## src/hw/rtl/spl_pkg.sv

```systemverilog
// Package for the speed PI loop: fixed-point constants, microcode control word and program.
package spl_pkg;

    localparam int SPEED_W   = 16;
    localparam int FRAC_W    = 16;
    localparam int ERR_W     = SPEED_W + 1;
    localparam int STATE_W   = 34;
    localparam int GAIN_W    = 24;
    localparam int LIMIT_W   = 15;
    localparam int DRIVE_W   = 16;
    localparam int CHUNK_W   = 17;
    localparam int MUL_A_W   = 25;
    localparam int MUL_B_W   = CHUNK_W + 1;
    localparam int PROD_W    = MUL_A_W + MUL_B_W;
    localparam int ACC_W     = 58;
    localparam int ALPHA_FRAC = 16;
    localparam int CFG_IDX_W = 2;
    localparam int PC_W      = 4;

    localparam logic [15:0] ALPHA_Q16       = 16'd19661;
    localparam logic [15:0] ONE_MINUS_ALPHA = 16'd45875;
    localparam logic [15:0] HALF_Q16        = 16'd32768;
    localparam logic [LIMIT_W-1:0] LIMIT_RESET = 15'd3000;
    localparam logic [ACC_W-1:0] DIV_BIAS = ACC_W'((64'd1 << (2 * FRAC_W)) - 64'd1);

    localparam logic [CFG_IDX_W-1:0] REG_PROP_GAIN   = 2'd0;
    localparam logic [CFG_IDX_W-1:0] REG_INTEG_GAIN  = 2'd1;
    localparam logic [CFG_IDX_W-1:0] REG_INTEG_LIMIT = 2'd2;

    typedef logic [PC_W-1:0] pc_t;

    typedef enum logic [1:0] {MA_ALPHA, MA_OMA, MA_PGAIN, MA_IGAIN} mul_a_t;
    typedef enum logic [2:0] {MB_ERR, MB_F_LO, MB_F_HI, MB_I_LO, MB_I_HI} mul_b_t;
    typedef enum logic [2:0] {ACC_HOLD, ACC_ROUND, ACC_ADD, ACC_ADD_HI, ACC_CLEAR} acc_op_t;
    typedef enum logic [1:0] {SEQ_NEXT, SEQ_WAIT_IN, SEQ_WAIT_OUT, SEQ_JUMP} seq_cond_t;

    typedef struct packed {
        mul_a_t    mul_a;
        mul_b_t    mul_b;
        acc_op_t   acc_op;
        logic      ld_err;
        logic      wr_filt;
        logic      wr_integ;
        logic      wr_out;
        seq_cond_t cond;
        pc_t       target;
    } ctrl_t;

    function automatic ctrl_t cw(mul_a_t a, mul_b_t b, acc_op_t op, logic le, logic wf,
                                 logic wi, logic wo, seq_cond_t c, pc_t tgt);
        ctrl_t w;
        w.mul_a    = a;
        w.mul_b    = b;
        w.acc_op   = op;
        w.ld_err   = le;
        w.wr_filt  = wf;
        w.wr_integ = wi;
        w.wr_out   = wo;
        w.cond     = c;
        w.target   = tgt;
        return w;
    endfunction

    // The filter takes steps 0 to 3, the integral step 4, the drive sum steps 4 to 9.
    function automatic ctrl_t spl_rom(pc_t pc);
        ctrl_t w;
        unique case (pc)
            4'd0: w = cw(MA_OMA,   MB_F_LO, ACC_ROUND,  1'b1, 1'b0, 1'b0, 1'b0,
                         SEQ_WAIT_IN, 4'd0);
            4'd1: w = cw(MA_OMA,   MB_F_HI, ACC_ADD,    1'b0, 1'b0, 1'b0, 1'b0,
                         SEQ_NEXT, 4'd0);
            4'd2: w = cw(MA_ALPHA, MB_ERR,  ACC_ADD_HI, 1'b0, 1'b0, 1'b0, 1'b0,
                         SEQ_NEXT, 4'd0);
            4'd3: w = cw(MA_ALPHA, MB_ERR,  ACC_CLEAR,  1'b0, 1'b1, 1'b0, 1'b0,
                         SEQ_NEXT, 4'd0);
            4'd4: w = cw(MA_PGAIN, MB_F_LO, ACC_HOLD,   1'b0, 1'b0, 1'b1, 1'b0,
                         SEQ_NEXT, 4'd0);
            4'd5: w = cw(MA_PGAIN, MB_F_HI, ACC_ADD,    1'b0, 1'b0, 1'b0, 1'b0,
                         SEQ_NEXT, 4'd0);
            4'd6: w = cw(MA_IGAIN, MB_I_LO, ACC_ADD_HI, 1'b0, 1'b0, 1'b0, 1'b0,
                         SEQ_NEXT, 4'd0);
            4'd7: w = cw(MA_IGAIN, MB_I_HI, ACC_ADD,    1'b0, 1'b0, 1'b0, 1'b0,
                         SEQ_NEXT, 4'd0);
            4'd8: w = cw(MA_IGAIN, MB_I_HI, ACC_ADD_HI, 1'b0, 1'b0, 1'b0, 1'b0,
                         SEQ_NEXT, 4'd0);
            4'd9: w = cw(MA_IGAIN, MB_I_HI, ACC_HOLD,   1'b0, 1'b0, 1'b0, 1'b1,
                         SEQ_WAIT_OUT, 4'd0);
            default: w = cw(MA_ALPHA, MB_ERR, ACC_HOLD, 1'b0, 1'b0, 1'b0, 1'b0,
                            SEQ_JUMP, 4'd0);
        endcase
        return w;
    endfunction

endpackage

```

## src/hw/rtl/spl_seq.sv

```systemverilog
// Microcode sequencer: step counter, program ROM and jump conditions.
module spl_seq (
    input  logic              aclk,
    input  logic              aresetn,
    input  logic              in_valid,
    input  logic              out_busy,
    output spl_pkg::ctrl_t    ctrl,
    output logic              in_ready
);

    spl_pkg::pc_t pc_reg;
    spl_pkg::pc_t pc_next;

    assign ctrl     = spl_pkg::spl_rom(pc_reg);
    assign in_ready = (ctrl.cond == spl_pkg::SEQ_WAIT_IN);

    always_comb begin
        pc_next = pc_reg;
        unique case (ctrl.cond)
            spl_pkg::SEQ_NEXT: begin
                pc_next = pc_reg + spl_pkg::PC_W'(1);
            end
            spl_pkg::SEQ_WAIT_IN: begin
                if (in_valid) begin
                    pc_next = pc_reg + spl_pkg::PC_W'(1);
                end
            end
            spl_pkg::SEQ_WAIT_OUT: begin
                if (!out_busy) begin
                    pc_next = ctrl.target;
                end
            end
            spl_pkg::SEQ_JUMP: begin
                pc_next = ctrl.target;
            end
            default: begin
                pc_next = ctrl.target;
            end
        endcase
    end

    always_ff @(posedge aclk) begin
        if (!aresetn) begin
            pc_reg <= '0;
        end else begin
            pc_reg <= pc_next;
        end
    end

endmodule

```

## src/hw/rtl/speed_pi_loop_with_lowpass.sv

```systemverilog
// Top level of the speed PI loop with low-pass filtered error and clamped integral.
// Each input beat carries a measured and a target speed; the block filters their
// difference (alpha 0.3 in Q0.16), adds it to an integral clamped to plus or minus
// integ_limit, and returns one drive beat of prop_gain times filtered error plus
// integ_gain times integral, truncated toward zero and saturated to 16 bits signed.
// Each item runs through a ten-step microprogram that passes all products through
// one shared 25 by 18 bit multiplier. An input beat is accepted only at the first
// step, and the drive beat is registered at the last; the next input beat is accepted
// only after that. The last step holds only while the previous drive beat is untaken,
// and no new input beat is accepted during that hold.
// Gains are signed Q8.16 and may be written only while the block is idle.
module speed_pi_loop_with_lowpass (
    input  logic        aclk,
    input  logic        aresetn,
    input  logic        s_tvalid,
    output logic        s_tready,
    input  logic [31:0] s_tdata,    // [15:0] measured_speed, [31:16] target_speed
    output logic        m_tvalid,
    input  logic        m_tready,
    output logic [15:0] m_tdata,    // [15:0] drive
    input  logic        cfg_we,
    input  logic [1:0]  cfg_index,
    input  logic [23:0] cfg_wdata
);

    localparam int SUM_W = spl_pkg::STATE_W + 1;
    localparam int Q_W   = spl_pkg::ACC_W - 2 * spl_pkg::FRAC_W;

    spl_pkg::ctrl_t ctrl;
    logic           out_busy;
    logic           out_load;

    logic signed [spl_pkg::GAIN_W-1:0]  prop_gain_reg;
    logic signed [spl_pkg::GAIN_W-1:0]  integ_gain_reg;
    logic        [spl_pkg::LIMIT_W-1:0] integ_limit_reg;

    logic signed [spl_pkg::ERR_W-1:0]   err_reg;
    logic signed [spl_pkg::STATE_W-1:0] filt_reg;
    logic signed [spl_pkg::STATE_W-1:0] integ_reg;
    logic signed [spl_pkg::PROD_W-1:0]  prod_reg;
    logic signed [spl_pkg::PROD_W-1:0]  prod_next;
    logic signed [spl_pkg::ACC_W-1:0]   acc_reg;
    logic signed [spl_pkg::ACC_W-1:0]   acc_next;
    logic signed [spl_pkg::STATE_W-1:0] filt_next;
    logic signed [spl_pkg::STATE_W-1:0] integ_next;
    logic signed [spl_pkg::DRIVE_W-1:0] drive_reg;
    logic signed [spl_pkg::DRIVE_W-1:0] drive_next;
    logic                               m_tvalid_reg;

    logic signed [spl_pkg::MUL_A_W-1:0] mul_a;
    logic signed [spl_pkg::MUL_B_W-1:0] mul_b;
    logic signed [spl_pkg::ERR_W-1:0]   err_in;
    logic signed [SUM_W-1:0]            integ_sum;
    logic signed [SUM_W-1:0]            lim_pos;
    logic signed [SUM_W-1:0]            lim_neg;
    logic signed [spl_pkg::ACC_W-1:0]   acc_adj;
    logic signed [Q_W-1:0]              quot;

    spl_seq u_seq (
        .aclk     (aclk),
        .aresetn  (aresetn),
        .in_valid (s_tvalid),
        .out_busy (out_busy),
        .ctrl     (ctrl),
        .in_ready (s_tready)
    );

    assign out_busy = m_tvalid_reg && !m_tready;
    assign out_load = ctrl.wr_out && !out_busy;
    assign m_tvalid = m_tvalid_reg;
    assign m_tdata  = drive_reg;

    assign err_in = spl_pkg::ERR_W'($signed(s_tdata[15:0]))
                  - spl_pkg::ERR_W'($signed(s_tdata[31:16]));

    always_comb begin
        unique case (ctrl.mul_a)
            spl_pkg::MA_ALPHA: mul_a = $signed({9'd0, spl_pkg::ALPHA_Q16});
            spl_pkg::MA_OMA:   mul_a = $signed({9'd0, spl_pkg::ONE_MINUS_ALPHA});
            spl_pkg::MA_PGAIN: mul_a = spl_pkg::MUL_A_W'(prop_gain_reg);
            spl_pkg::MA_IGAIN: mul_a = spl_pkg::MUL_A_W'(integ_gain_reg);
            default:           mul_a = '0;
        endcase
    end

    always_comb begin
        unique case (ctrl.mul_b)
            spl_pkg::MB_ERR:  mul_b = spl_pkg::MUL_B_W'(err_reg);
            spl_pkg::MB_F_LO: mul_b = $signed({1'b0, filt_reg[spl_pkg::CHUNK_W-1:0]});
            spl_pkg::MB_F_HI: mul_b = spl_pkg::MUL_B_W'(
                                  $signed(filt_reg[spl_pkg::STATE_W-1:spl_pkg::CHUNK_W]));
            spl_pkg::MB_I_LO: mul_b = $signed({1'b0, integ_reg[spl_pkg::CHUNK_W-1:0]});
            spl_pkg::MB_I_HI: mul_b = spl_pkg::MUL_B_W'(
                                  $signed(integ_reg[spl_pkg::STATE_W-1:spl_pkg::CHUNK_W]));
            default:          mul_b = '0;
        endcase
    end

    assign prod_next = mul_a * mul_b;

    always_comb begin
        unique case (ctrl.acc_op)
            spl_pkg::ACC_HOLD:   acc_next = acc_reg;
            spl_pkg::ACC_ROUND:  acc_next = $signed({{(spl_pkg::ACC_W - 16){1'b0}},
                                                     spl_pkg::HALF_Q16});
            spl_pkg::ACC_ADD:    acc_next = acc_reg + spl_pkg::ACC_W'(prod_reg);
            spl_pkg::ACC_ADD_HI: acc_next = acc_reg
                                          + (spl_pkg::ACC_W'(prod_reg) <<< spl_pkg::CHUNK_W);
            spl_pkg::ACC_CLEAR:  acc_next = '0;
            default:             acc_next = acc_reg;
        endcase
    end

    assign filt_next = spl_pkg::STATE_W'((acc_reg >>> spl_pkg::ALPHA_FRAC)
                                         + spl_pkg::ACC_W'(prod_reg));

    assign integ_sum = SUM_W'(integ_reg) + SUM_W'(filt_reg);
    assign lim_pos   = $signed({{(SUM_W - spl_pkg::LIMIT_W - spl_pkg::FRAC_W){1'b0}},
                                integ_limit_reg, {spl_pkg::FRAC_W{1'b0}}});
    assign lim_neg   = -lim_pos;

    always_comb begin
        priority if (integ_sum > lim_pos) begin
            integ_next = spl_pkg::STATE_W'(lim_pos);
        end else if (integ_sum < lim_neg) begin
            integ_next = spl_pkg::STATE_W'(lim_neg);
        end else begin
            integ_next = spl_pkg::STATE_W'(integ_sum);
        end
    end

    assign acc_adj = acc_reg[spl_pkg::ACC_W-1] ? acc_reg + $signed(spl_pkg::DIV_BIAS)
                                               : acc_reg;
    assign quot    = $signed(acc_adj[spl_pkg::ACC_W-1:2*spl_pkg::FRAC_W]);

    always_comb begin
        priority if (quot > Q_W'(32767)) begin
            drive_next = 16'sh7FFF;
        end else if (quot < -Q_W'(32768)) begin
            drive_next = -16'sh8000;
        end else begin
            drive_next = spl_pkg::DRIVE_W'(quot);
        end
    end

    always_ff @(posedge aclk) begin
        if (!aresetn) begin
            prop_gain_reg   <= '0;
            integ_gain_reg  <= '0;
            integ_limit_reg <= spl_pkg::LIMIT_RESET;
            filt_reg        <= '0;
            integ_reg       <= '0;
            m_tvalid_reg    <= 1'b0;
        end else begin
            if (cfg_we) begin
                unique case (cfg_index)
                    spl_pkg::REG_PROP_GAIN:   prop_gain_reg   <= $signed(cfg_wdata);
                    spl_pkg::REG_INTEG_GAIN:  integ_gain_reg  <= $signed(cfg_wdata);
                    spl_pkg::REG_INTEG_LIMIT: integ_limit_reg <= cfg_wdata[spl_pkg::LIMIT_W-1:0];
                    default: begin
                    end
                endcase
            end
            if (ctrl.wr_filt) begin
                filt_reg <= filt_next;
            end
            if (ctrl.wr_integ) begin
                integ_reg <= integ_next;
            end
            if (out_load) begin
                m_tvalid_reg <= 1'b1;
            end else if (m_tready) begin
                m_tvalid_reg <= 1'b0;
            end
        end
    end

    always_ff @(posedge aclk) begin
        prod_reg <= prod_next;
        acc_reg  <= acc_next;
        if (ctrl.ld_err && s_tvalid) begin
            err_reg <= err_in;
        end
        if (out_load) begin
            drive_reg <= drive_next;
        end
    end

endmodule
```

## config.mk

```make
export PLATFORM = sky130hd
export DESIGN_NAME = speed_pi_loop_with_lowpass
export DESIGN_NICKNAME = d
export VERILOG_FILES = /design/src/hw/rtl/spl_pkg.sv /design/src/hw/rtl/spl_seq.sv /design/src/hw/rtl/speed_pi_loop_with_lowpass.sv
export SDC_FILE = /design/constraint.sdc
export NUM_CORES = 2
export LEC_CHECK = 0
export ABC_AREA = 1
export BUFFER_PORTS_ARGS = -buffer_cell sky130_fd_sc_hd__buf_2
export CORE_MARGIN = 1
export CORE_UTILIZATION = 55
export CTS_CLUSTER_DIAMETER = 60
export DETAILED_ROUTE_END_ITERATION = 7
export PLACE_DENSITY = 0.71
export REMOVE_ABC_BUFFERS = 1
export SLEW_MARGIN = 10
export SYNTH_ARGS = -nofsm -noshare
export SYNTH_HDL_FRONTEND = slang
export SYNTH_HIERARCHICAL = 1
export SYNTH_SLANG_ARGS = --single-unit
```

## constraint.sdc

```tcl
create_clock -name aclk -period 7.5 [get_ports aclk]
set_clock_uncertainty 0.1 [all_clocks]
set_input_delay 0 -clock aclk [delete_from_list [all_inputs] [get_ports aclk]]
set_output_delay 0 -clock aclk [all_outputs]
set_load 0.02 [all_outputs]
```

; After elaboration in Yosys (flattened, before gate mapping)
; Memory sizes are Yosys's and may differ from the RTL's. A register that Yosys moved wholly into a read port is not among the register bits.
; Index checks and enable logic that the tools add are counted.
[totals]
reg_bits = 270
mem_bits_ro = 224
in_bits = 63
output_inout_bits = 18
elab_cells = 72
mem_count = 1
[mem_list]
columns = memory, words, word_bits, read_ports, rd_clocked_by_memory_dff, wr, line
row1 = (name not given), 16, 14, 1, 1, 0, spl_pkg.sv:67  ; unique case (pc)
[op_classes]
addsub = 8
mul = 1
n_lt_le_gt_ge = 4
n_eq_ne = 18
mux = 14
reduce_logical = 15
[ops]
columns = cell, count
row1 = 58-bit case mux with 4 select lines, 1
row2 = 25-bit case mux with 4 select lines, 1
row3 = 18-bit case mux with 5 select lines, 1
row4 = 34-bit two-way mux, 2
row5 = "58-bit by 33-bit adder with 58-bit output, second input constant", 1
row6 = 58-bit by 43-bit adder with 58-bit output, 1
row7 = 58-bit adder, 1
row8 = 58-bit two-way mux, 1
row9 = 25-bit by 18-bit multiplier with 43-bit output, 1
row10 = 34-bit by 34-bit adder with 35-bit output, 1
row11 = 35-bit by 32-bit greater-than comparator with 1-bit output, 1
row12 = 35-bit less-than comparator, 1
row13 = 31-bit negation with 35-bit output, 1
row14 = 34-bit adder, 1
row15 = "26-bit by 16-bit greater-than comparator with 1-bit output, second input constant", 1
row16 = "26-bit by 16-bit less-than comparator with 1-bit output, second input constant", 1
row17 = 16-bit by 16-bit subtractor with 17-bit output, 1
row18 = 16-bit two-way mux, 1
row19 = 4-bit two-way mux, 4
row20 = 4-bit case mux with 4 select lines, 1
row21 = "3-bit by 2-bit equality test with 1-bit output, second input constant", 4
row22 = "2-bit equality test, second input constant", 5
row23 = 2-bit AND reduction, 4
row24 = "2-bit by 1-bit equality test with 1-bit output, second input constant", 3
row25 = other kinds (11), 20

; Depth between registers and ports, before layout
[depth]
ltp_word = 6
depth_mapped = 37
ltp_nobuf = 35

; Cells and area by module
; The synthesis kept the hierarchy.
[by_module_without_submodules]
columns = mod, n_inst, cells_each, area_each_um2, seq_area_each_um2
row1 = speed_pi_loop_with_lowpass, 1, 5351, 38784.7, 6236.0
row2 = spl_seq, 1, 114, 960.9, 340.3

; Worst setup path before layout
; Ideal clock, no wire load.
[synth_timing]
kind = flip-flop to flip-flop
startpoint = register u_seq/ctrl[17] (netlist name)
endpoint = register prod_reg[42] (netlist name)
setup_time_ns = 0.120
t_arrival_ns = 6.570
t_required_ns = 7.280
path_slack_ns = 0.711
stages_incl_launch_ff = 31
n_path_buf = 2
synth_period_minus_slack_ns = 6.789
cell_sequence = dfxtp_1 > inv_1 > nor2_1 > inv_1 > clkbuf_1 > o21ai_0 > clkbuf_1 > nand2_1 > fa_1 > inv_1 > fa_1 > inv_1 > fa_1 > inv_1 > fa_1 > fa_1 > inv_1 > fa_1 > inv_1 > ha_1 > nand2_1 > nor2_1 > inv_1 > nor4_1 > nand2_1 > o211ai_1 > nand2_1 > o211ai_1 > a21oi_1 > o211ai_1 > nand2_1
[synth_via]
elab_chain_cells = 3
word_cells_on_any_way = 6
cone_classes = 1 x mul / 3 x eq/ne / 1 x mux / 1 x reduce/logical
[synth_rtl]
columns = item, line
row1 = 2-bit equality test (tied with other cells), speed_pi_loop_with_lowpass.sv:77  ; unique case (ctrl.mul_a)
row2 = 25-bit case mux with 4 select lines (*), speed_pi_loop_with_lowpass.sv:77
row3 = 25-bit by 18-bit multiplier with 43-bit output (*), speed_pi_loop_with_lowpass.sv:99  ; assign prod_next = mul_a * mul_b;
row4 = "net prod_next, one bit", speed_pi_loop_with_lowpass.sv:41  ; logic signed [spl_pkg::PROD_W-1:0] prod_next;
row5 = "end signal, assigned", speed_pi_loop_with_lowpass.sv:179  ; prod_reg <= prod_next;
row6 = "end, declared", speed_pi_loop_with_lowpass.sv:40  ; logic signed [spl_pkg::PROD_W-1:0] prod_reg;
; The timed path passes the listed nets; every way through them passes the cells marked *.
; A chain may end at the register's enable or synchronous reset.

; Worst setup path in the final report
[layout_timing]
startpoint = register u_seq/ctrl[14] (netlist name)
endpoint = register prod_reg[40] (netlist name)
[layout_via]
elab_chain_cells = 3
word_cells_on_any_way = 7
cone_classes = 1 x mul / 4 x eq/ne / 1 x mux / 1 x reduce/logical
[layout_rtl]
columns = item, line
row1 = 3-bit equality test (tied with other cells), speed_pi_loop_with_lowpass.sv:87  ; unique case (ctrl.mul_b)
row2 = 18-bit case mux with 5 select lines (*), speed_pi_loop_with_lowpass.sv:87
row3 = 25-bit by 18-bit multiplier with 43-bit output (*), speed_pi_loop_with_lowpass.sv:99
row4 = "net prod_next, one bit", speed_pi_loop_with_lowpass.sv:41
; Marked as above.

==> impl_metrics.tcl <==
set metrics [dict create \
    status "finished, final reports clean" \
    timing.max_slew.rel_slack 0.201 \
    vias_per_cell 5.66 \
    routedWlPerCell_um 20.7 \
    initialDrtViolationCount 3590 \
    grt_first_pass_wirelength_um 213000 \
    end_kind "flop" \
    final_critical_path_setup_slack_ps 340 \
    ff2ff_path_depth 28 \
    floorplan.rows 98 \
    core_region_area_um2 71500 \
    grt_antenna_before_repair 2 \
    place_ws_ps 64.6 \
    final_core_utilization 0.618 \
    tritoncts "built" \
    grt.overflow.total 0 \
    dr.pass1.iters 6 \
    cts_made_buffers 39 \
    synth.avg_cell_area_um2 7.27 \
    crit_path_max_fanout 12 \
    setup_tns_ps 0 \
    design.final.nets 6494 \
    grt_use_total 0.378 \
    worstPathRequired_ps 7850 \
    synth.cell_area_um2 39700 \
    starting_density 0.556 \
    post_route_cells_drive_above_1_share 0.0744 \
    post-route-period-util 0.955 \
    route.antenna.remaining_nets 0 \
    gpl.final_weighted_congestion 1.04 \
    max_slew.worst_pin.slew_ps 1200 \
    worstHoldEndpoint "err_reg[16]$_DFFE_PP_" \
    largest_register_ffs 58 \
    first_global_vias 37100 \
    chipHeight_um 271 \
    path_common_cell "sky130_fd_sc_hd__fa_1" \
    die_w_um 271 \
    clock_insertion_delay_worst_skew_ps 590 \
    worst_setup_path_type "flop to flop" \
    critical_path_max_stage_delay_ps 560 \
    setup-violations-final 0 \
    hold_depth 5 \
    syn2layout_area_growth_pct 11.2 \
    hold_viol_final 0 \
    worstPathArrival_ps 7510 \
    fp.dieArea_um2 73300 \
    root_buffer "sky130_fd_sc_hd__clkbuf_16" \
    hpwlAfterDp_um 114000 \
    place.port_buffers 80 \
    r2r-start "u_seq/ctrl[14]$_SDFF_PP0_" \
    clock_tree.buffer_depth 3 \
    hold_path.class "primary input to flop" \
    min-delay-start "s_tdata[30]" \
    start_kind "flop" \
    cts_num_sinks 283 \
    critPathSlowestCell "sky130_fd_sc_hd__fa_1" \
    grt_setup_unrepaired "true" \
    fmaxAchievable_ghz 0.140 \
    ff2ff_setup_slack_ps 340 \
    finalHoldWorstSlack_ps 43.5 \
    yosys_warnings 6 \
    report.final.slew_viol_count 0 \
    routed_wirelength_um 138000 \
    cts.htree.levels 2 \
    ios 81 \
    remaining_drc_errors 0 \
    grt_max_degree 90 \
    minimum_period_implied_by_the_final_worst_setup_slack_ps 7160 \
    cap_violations 0 \
    syn-instance-count 5460 \
    vias 37600 \
    clk_transition_reported_paths_ps 60 \
    regToRegEndpoint "prod_reg[40]$_DFF_P_" \
]
-- worst max-delay path: cells and delay by family, from the launching register on --
family                   cells  cell delay [ps]
adder cells (fa/ha/maj)      7             3460
AND/OR/NAND/NOR              9             1240
AO/OA/AOI/OAI                4              880
buffers and inverters        7              740
flip-flops                   1              430
XOR/XNOR                     1              160
-- routing by layer --
layer / track usage / wire [µm] / vias up
met4: 0.152 / 6140 / 0
met2: 0.594 / 60900 / 1601
met5: 0 / 0 / -
li1: - / - / 17778
met1: 0.520 / 59100 / 17886
met3: 0.0611 / 11400 / 335
-- cells in the final DEF (no fill, tap or decap), drive strengths merged, types with 5 or more instances in the layout --
| cell type | count |
|---|---|
| o22ai | 24 |
| o21a | 17 |
| nand3b | 9 |
| nor3 | 54 |
| a21boi | 8 |
| o21bai | 23 |
| clkinvlp | 15 |
| ha | 330 |
| o2111ai | 6 |
| fa | 435 |
| nor2 | 635 |
| bufinv | 6 |
| nor4 | 20 |
| o221ai | 6 |
| dfxtp | 192 |
| o31ai | 5 |
| edfxtp | 91 |
| a21oi | 404 |
| nand4 | 54 |
| nand3 | 161 |
| a21o | 34 |
| a31oi | 39 |
| buf | 195 |
| dlygate4sd3 | 75 |
| or2 | 19 |
| clkbuf | 46 |
| and3 | 6 |
| o21ai | 375 |
| xor2 | 101 |
| nand2 | 1045 |
| o211ai | 43 |
| clkinv | 24 |
| xnor2 | 56 |
| a221oi | 23 |
| inv | 1103 |
-- cell type report --
type | instances | area [µm²]
diodes | 1 | 2.50
clock buffers | 46 | 1040
clock inverters | 26 | 359
fillers | 6624 | 27300
inverters | 1118 | 4240
multi-input cells | 3950 | 28600
flip-flops and latches | 283 | 6580
well taps | 950 | 1190
repair buffers | 270 | 2160
repair inverters | 4 | 25.0
-- worst max path at each step --
stage / slack, ps / end / start
6_report: 340 / prod_reg[40]$_DFF_P_ / u_seq/ctrl[14]$_SDFF_PP0_
5_1_grt: -10 / prod_reg[38]$_DFF_P_ / u_seq/ctrl[13]$_SDFF_PP0_
4_1_cts: 2 / prod_reg[38]$_DFF_P_ / u_seq/ctrl[14]$_SDFF_PP0_
3_5_place_dp: 60 / prod_reg[38]$_DFF_P_ / u_seq/ctrl[13]$_SDFF_PP0_
3_3_place_gp: 180 / prod_reg[38]$_DFF_P_ / u_seq/ctrl[13]$_SDFF_PP0_
2_1_floorplan: 80 / prod_reg[42]$_DFF_P_ / u_seq/ctrl[14]$_SDFF_PP0_
-- timing repair --
| action | CTS | global route |
|---|---|---|
| setup endpoints to repair | 0 | 20 |
| hold buffers | 75 | 0 |
| setup buffers | 0 | 22 |
| gates resized for setup | 0 | 47 |
| hold endpoints to repair | 92 | 0 |
-- stage by stage --
step                      instances  area (µm²)
after floorplan                5351       39200
after global placement         6473       41600
after detailed placement       6473       41600
after CTS                      6620       43800
after global routing           6648       44200
final                          6648       44200
Power is not shown: default switching activity piles up to over one toggle a cycle in this logic, so the estimate is an artifact.
